### src/design/aqs_pkg.sv
package aqs_pkg;

  localparam int QUAT_WIDTH = 32;
  localparam int QFRAC      = QUAT_WIDTH - 2;
  localparam int Q30_DN     = (QFRAC >= 30) ? QFRAC - 30 : 0;
  localparam int Q30_UP     = (QFRAC < 30) ? 30 - QFRAC : 0;
  localparam int INC_SHIFT  = 60 - QFRAC;
  localparam int CFG_IDX_W  = 2;

  localparam logic signed [30:0] HALF_RAD_Q40 = 31'sd599690565;
  localparam logic signed [26:0] DT_Q32       = 27'sd42949673;
  localparam logic signed [QUAT_WIDTH-1:0] Q_ONE = {2'b01, {QFRAC{1'b0}}};
  localparam logic signed [31:0] START_ONE = 32'sh4000_0000;

  localparam logic signed [63:0] S32_HI = 64'sd2147483647;
  localparam logic signed [63:0] S32_LO = -64'sd2147483648;
  localparam logic signed [63:0] SQ_HI  = (64'sd1 <<< (QUAT_WIDTH - 1)) - 64'sd1;
  localparam logic signed [63:0] SQ_LO  = -SQ_HI - 64'sd1;

  typedef struct packed {
    logic               first_of_batch;
    logic signed [15:0] gyro_x;
    logic signed [15:0] gyro_y;
    logic signed [15:0] gyro_z;
    logic signed [15:0] accel_x;
    logic signed [15:0] accel_y;
    logic signed [15:0] accel_z;
    logic [15:0]        gain;
  } in_item_t;

  typedef struct packed {
    logic signed [31:0] out_qw;
    logic signed [31:0] out_qx;
    logic signed [31:0] out_qy;
    logic signed [31:0] out_qz;
  } out_item_t;

  typedef enum logic [3:0] {
    OP_NONE, OP_LOAD, OP_HG_MUL, OP_HG_SUM, OP_NRM_A, OP_NRM_C, OP_CR_MUL, OP_CR_SUM,
    OP_CM_MUL, OP_CM_SUM, OP_FB_MUL, OP_FB_SUM, OP_DT_MUL, OP_INC_MUL, OP_INC_SUM
  } dp_op_t;

  typedef struct packed {
    dp_op_t     op;
    logic [1:0] idx;
  } dp_cmd_t;

  typedef struct packed {
    logic accel_zero;
    logic dot_neg;
    logic cm_zero;
    logic nrm_done;
  } dp_stat_t;

  function automatic logic signed [31:0] sat32(input logic signed [63:0] x);
    if (x > S32_HI) return S32_HI[31:0];
    if (x < S32_LO) return S32_LO[31:0];
    return x[31:0];
  endfunction

  function automatic logic signed [QUAT_WIDTH-1:0] sat_q(input logic signed [63:0] x);
    if (x > SQ_HI) return SQ_HI[QUAT_WIDTH-1:0];
    if (x < SQ_LO) return SQ_LO[QUAT_WIDTH-1:0];
    return x[QUAT_WIDTH-1:0];
  endfunction

  function automatic logic signed [QUAT_WIDTH-1:0] to_state(input logic signed [31:0] v);
    logic signed [63:0] t;
    t = 64'(v);
    t = (t >>> Q30_UP) <<< Q30_DN;
    return sat_q(t);
  endfunction

  function automatic logic signed [31:0] to_q30(input logic signed [QUAT_WIDTH-1:0] q);
    logic signed [63:0] t;
    t = 64'(q);
    t = (t >>> Q30_DN) <<< Q30_UP;
    return t[31:0];
  endfunction

endpackage

### src/design/aqs_ctrl.sv
module aqs_ctrl (
  input  logic              clk,
  input  logic              rst_n,
  input  logic              in_valid,
  output logic              in_stall,
  output logic              out_valid,
  input  logic              out_stall,
  output aqs_pkg::dp_cmd_t  cmd,
  input  aqs_pkg::dp_stat_t stat
);
  import aqs_pkg::*;

  typedef enum logic [4:0] {
    S_IDLE, S_HG_MUL, S_HG_SUM, S_NRM_A, S_NRM_A_WAIT, S_CR_MUL, S_CR_SUM, S_CM_MUL,
    S_CM_SUM, S_CHK, S_NRM_C, S_NRM_C_WAIT, S_FB_MUL, S_FB_SUM, S_DT_MUL, S_INC_MUL,
    S_INC_SUM
  } state_t;

  state_t     state_r;
  logic [1:0] idx_r;
  logic       out_valid_r;
  logic       out_hold;

  assign out_hold  = out_valid_r && out_stall;
  assign in_stall  = state_r != S_IDLE;
  assign out_valid = out_valid_r;

  always_comb begin
    cmd.op  = OP_NONE;
    cmd.idx = idx_r;
    unique case (state_r)
      S_IDLE:    if (in_valid) cmd.op = OP_LOAD;
      S_HG_MUL:  cmd.op = OP_HG_MUL;
      S_HG_SUM:  cmd.op = OP_HG_SUM;
      S_NRM_A:   cmd.op = OP_NRM_A;
      S_CR_MUL:  cmd.op = OP_CR_MUL;
      S_CR_SUM:  cmd.op = OP_CR_SUM;
      S_CM_MUL:  cmd.op = OP_CM_MUL;
      S_CM_SUM:  cmd.op = OP_CM_SUM;
      S_NRM_C:   cmd.op = OP_NRM_C;
      S_FB_MUL:  cmd.op = OP_FB_MUL;
      S_FB_SUM:  cmd.op = OP_FB_SUM;
      S_DT_MUL:  cmd.op = OP_DT_MUL;
      S_INC_MUL: cmd.op = OP_INC_MUL;
      S_INC_SUM: if (!out_hold) cmd.op = OP_INC_SUM;
      default:   cmd.op = OP_NONE;
    endcase
  end

  always_ff @(posedge clk) begin
    if (!rst_n) begin
      state_r     <= S_IDLE;
      idx_r       <= '0;
      out_valid_r <= 1'b0;
    end else begin
      if (state_r == S_INC_SUM && !out_hold) out_valid_r <= 1'b1;
      else if (out_valid_r && !out_stall)    out_valid_r <= 1'b0;
      unique case (state_r)
        S_IDLE:   if (in_valid) state_r <= S_HG_MUL;
        S_HG_MUL: state_r <= S_HG_SUM;
        S_HG_SUM: begin
          idx_r   <= '0;
          state_r <= stat.accel_zero ? S_FB_MUL : S_NRM_A;
        end
        S_NRM_A:  state_r <= S_NRM_A_WAIT;
        S_NRM_A_WAIT: if (stat.nrm_done) begin
          idx_r   <= idx_r + 2'd1;
          state_r <= (idx_r == 2'd2) ? S_CR_MUL : S_NRM_A;
        end
        S_CR_MUL: state_r <= S_CR_SUM;
        S_CR_SUM: state_r <= S_CM_MUL;
        S_CM_MUL: state_r <= S_CM_SUM;
        S_CM_SUM: state_r <= S_CHK;
        S_CHK: begin
          idx_r   <= '0;
          state_r <= (stat.dot_neg && !stat.cm_zero) ? S_NRM_C : S_FB_MUL;
        end
        S_NRM_C:  state_r <= S_NRM_C_WAIT;
        S_NRM_C_WAIT: if (stat.nrm_done) begin
          idx_r   <= idx_r + 2'd1;
          state_r <= (idx_r == 2'd2) ? S_FB_MUL : S_NRM_C;
        end
        S_FB_MUL:  state_r <= S_FB_SUM;
        S_FB_SUM:  state_r <= S_DT_MUL;
        S_DT_MUL:  state_r <= S_INC_MUL;
        S_INC_MUL: state_r <= S_INC_SUM;
        S_INC_SUM: if (!out_hold) begin
          state_r <= S_IDLE;
        end
        default: state_r <= S_IDLE;
      endcase
    end
  end

endmodule

### config.mk
export PLATFORM = sky130hd
export DESIGN_NAME = aqs_ctrl
export DESIGN_NICKNAME = d
export VERILOG_FILES = /design/src/design/aqs_pkg.sv /design/src/design/aqs_ctrl.sv
export SDC_FILE = /design/constraint.sdc
export NUM_CORES = 1
export LEC_CHECK = 0
export BUFFER_PORTS_ARGS = -buffer_cell sky130_fd_sc_hd__buf_2
export CORE_MARGIN = 2
export CORE_UTILIZATION = 47
export DETAILED_ROUTE_END_ITERATION = 10
export MAX_ROUTING_LAYER = met4
export PLACE_DENSITY = 0.73
export SLEW_MARGIN = 5
export SYNTH_ARGS = -nofsm -noshare
export SYNTH_HDL_FRONTEND = slang
export SYNTH_SLANG_ARGS = --single-unit
export TNS_END_PERCENT = 5
### constraint.sdc
create_clock -name clk -period 1.5 [get_ports clk]
set_clock_uncertainty 0.1 [all_clocks]
set_input_delay 0.3 -clock clk [delete_from_list [all_inputs] [get_ports clk]]
set_output_delay 0.3 -clock clk [all_outputs]
set_load 0.01 [all_outputs]
==> results.py <==
metrics = {
    "layout": {
        "drive_gt1_share_pct": 48.3,
        "num_antenna_cells": 0,
        "nFillCells": 95,
        "nNetsFinal": 160,
        "final_common_cell": "buf_4",
        "fin_util_pct": 79.7,
        "area_growth_pct": 57.7,
        "final_cell_mix": "26 x buf_4, 19 x nand2_1, 15 x buf_2",
    },
    "detailed_routing": {
        "ant_nets": 0,
        "drtIter0Drc": 45,
        "via_count": 995,
        "wl_per_cell_um": 16.0,
        "drt-total-wl_um": 2650,
        "dr.pass1.iters": 5,
        "route.detailed.drc": 0,
        "avgViaCountPerCell": 6.03,
    },
    "job": {
        "drv_cap": 0,
    },
    "clocking": {
        "cts_made_buffers": 3,
        "clkSinkCount": 8,
        "clockRootBuffer": "clkbuf_4",
        "tritoncts": "built",
        "clk_pin_slew_worst_paths_ns": 0.05,
        "worstSkewPairLatency_ns": 0.26,
        "holdBufCountCts": 0,
        "ctsLongestPathBuffers": 2,
        "cts_max_level": 1,
    },
    "timing": {
        "timing.slew.headroom_pct": 80.7,
        "fin_crit_sh_pct": 122,
        "layout_setup_ws_ns": -0.337,
        "rsz0062_at_grt": "true",
        "report.final.slew_viol_count": 0,
        "final_hold_viol_count": 0,
        "min_period_ns": 1.84,
        "fmax_mhz": 544,
        "finalSetupViolCount": 10,
        "worst_slew_pin_slew_ns": 0.288,
    },
    "placed_design": {
        "io_buffers": 15,
        "dp_slack_ns": -0.149,
        "dpl.hpwl_um": 1650,
        "globalplace.congestion": 0.927,
    },
    "status": {
        "outcome": "finished with violations",
        "failed_checks": "negative setup slack",
    },
    "grt": {
        "grt_pass1_vias": 878,
        "antenna_found_initial": 0,
        "track_usage_pct": 28.0,
        "grt_max_degree": 12,
        "grt_pass1_wl_um": 3880,
        "grt_remaining_overflow": 0,
    },
    "floorplan": {
        "start_util_pct": 50.5,
        "core_area_um2": 1510,
        "die_area_um2": 1960,
        "ios": 16,
        "fp-row-count": 14,
        "fp.dieH_um": 44.2,
        "dieWidth_um": 44.2,
    },
    "critical_path": {
        "path_class": "reg2out",
        "critPathArrivalTime_ns": 1.44,
        "cp_max_fo": 8,
        "required_ns": 1.10,
        "critical_path.startpoint_type": "register",
        "end_kind": "primary output",
    },
    "power_and_ir_drop": {
        "ir_worst_vdd_mv": 0.552,
        "powerDensity_nw_per_um2": 706,
        "power_leakage_uw": 0.000532,
    },
    "synthesis": {
        "yosys-top-cells-area": "dfxtp_1 21%, nand2_1 9.4%, nor2_1 4.9%",
        "syn_inst": 110,
        "avgSynthCellArea_um2": 6.92,
        "synthSimpleGateAreaFrac_pct": 37.5,
        "syn_nets": 119,
        "ys_ff_latch": 8,
        "syn_area_um2": 761,
        "synth-main-ff-cell": "dfxtp_1",
        "async_flop_share_pct": 0,
        "yosysTopAreaCell": "dfxtp_1",
        "netlist.area_leader.share_pct": 21.1,
        "synthAdderAreaFrac_pct": 1.64,
        "ys_types": 42,
        "synth-xor-area-share_pct": 1.15,
        "synthMuxAreaShare_pct": 0,
        "synth_compound_gate_area_share_pct": 27.8,
        "synth_top_family_by_area": "simple AND/OR/NAND/NOR gates",
        "ys.warnings.count": 0,
        "synth_edf_count": 0,
        "synth-seq-area-share_pct": 21.1,
    },
    "hold_path": {
        "hold_path.class": "in2reg",
    },
}
==> Yosys cell counts (2+ instances only) <==
cell and instances:
o21ai_0 5, inv_1 3, nand2_1 19, dfxtp_1 8, a21oi_1 5, nor2b_1 3
clkbuf_1 2, and2_1 2, nand3_1 3, inv_2 2, nor2_1 10, nor3_1 3
o22ai_1 3, buf_6 3, nand2b_1 3, buf_2 3, a31oi_1 2, o21ai_1 6
o21a_1 2
==> final cells by class <==
type	instances	area, um^2	area share (%)
inverters	5	31.3	2.61
multi-input cells	88	618	51.5
repair buffers	45	333	27.7
flip-flops and latches	8	175	14.6
well taps	16	20.0	1.67
clock buffers	3	22.5	1.88
==> worst max-delay path, cell delays in order, from the launching register on <==
cell	delay, ns
dfxtp_4	0.37
buf_12	0.14
inv_8	0.04
nor4_4	0.29
a21oi_2	0.07
o21ai_2	0.13
buf_2	0.14
==> report_power, final <==
group          internal, uW  leakage (uW)  switching, uW  total (uW)
clock network          91.5     0.0000138           72.8         164
logic                   227      0.000450            213         439
registers               223     0.0000678           20.7         244
total                   541      0.000532            306         847
==> worst paths after layout <==
kind | startpoint | endpoint | slack [ns] | cells past startpoint
setup / recovery | state_r[0]$_SDFFE_PN0P_ | cmd[4] | -0.34 | 6
hold / removal | out_stall | out_valid$_SDFFE_PN0P_ | 0.25 | 3
setup reg to reg | state_r[0]$_SDFFE_PN0P_ | state_r[0]$_SDFFE_PN0P_ | -0.09 | 6
hold reg to reg | idx_r[0]$_SDFFE_PN0P_ | idx_r[0]$_SDFFE_PN0P_ | 0.37 | 2
==> per-stage QoR <==
stage / hold slack, ns / cells / power, uW / TNS, ns / area, um^2
floorplan: 0.357 / 110 / 455 / -0.00124 / 781
global placement: 0.350 / 158 / 572 / -0.820 / 1020
detailed placement: 0.361 / 158 / 578 / -1.03 / 1020
CTS: 0.229 / 162 / 780 / -1.69 / 1120
global route: 0.250 / 165 / 890 / -2.47 / 1200
finish: 0.245 / 165 / 847 / -1.73 / 1200
==> kinds of logic after synthesis <==
group,after synthesis
XOR/XNOR,1
AND/OR/NAND/NOR,53
adder cells (fa/ha/maj),1
flip-flops,8
buffers and inverters,14
AO/OA/AOI/OAI,33
==> state kept, by name, indices dropped and copies added, names as in the netlist <==
name,flops
idx_r,2
out_valid,1
state_r,5
==> layer usage <==
| layer | GRT usage (%) | wire length (um) | vias up |
|---|---|---|---|
| li1 | - | - | 473 |
| met1 | 32.0 | 1010 | 457 |
| met2 | 46.8 | 1320 | 49 |
| met3 | 7.35 | 167 | 16 |
| met4 | 10.3 | 148 | 0 |
| met5 | - | 0 | - |
==> repair_timing <==
item,CTS,global route
gates resized for setup,22,11
pin swaps,5,4
setup buffers,1,3
setup endpoints to repair,11,11
No activity file was read; power rests on OpenSTA's default activity.
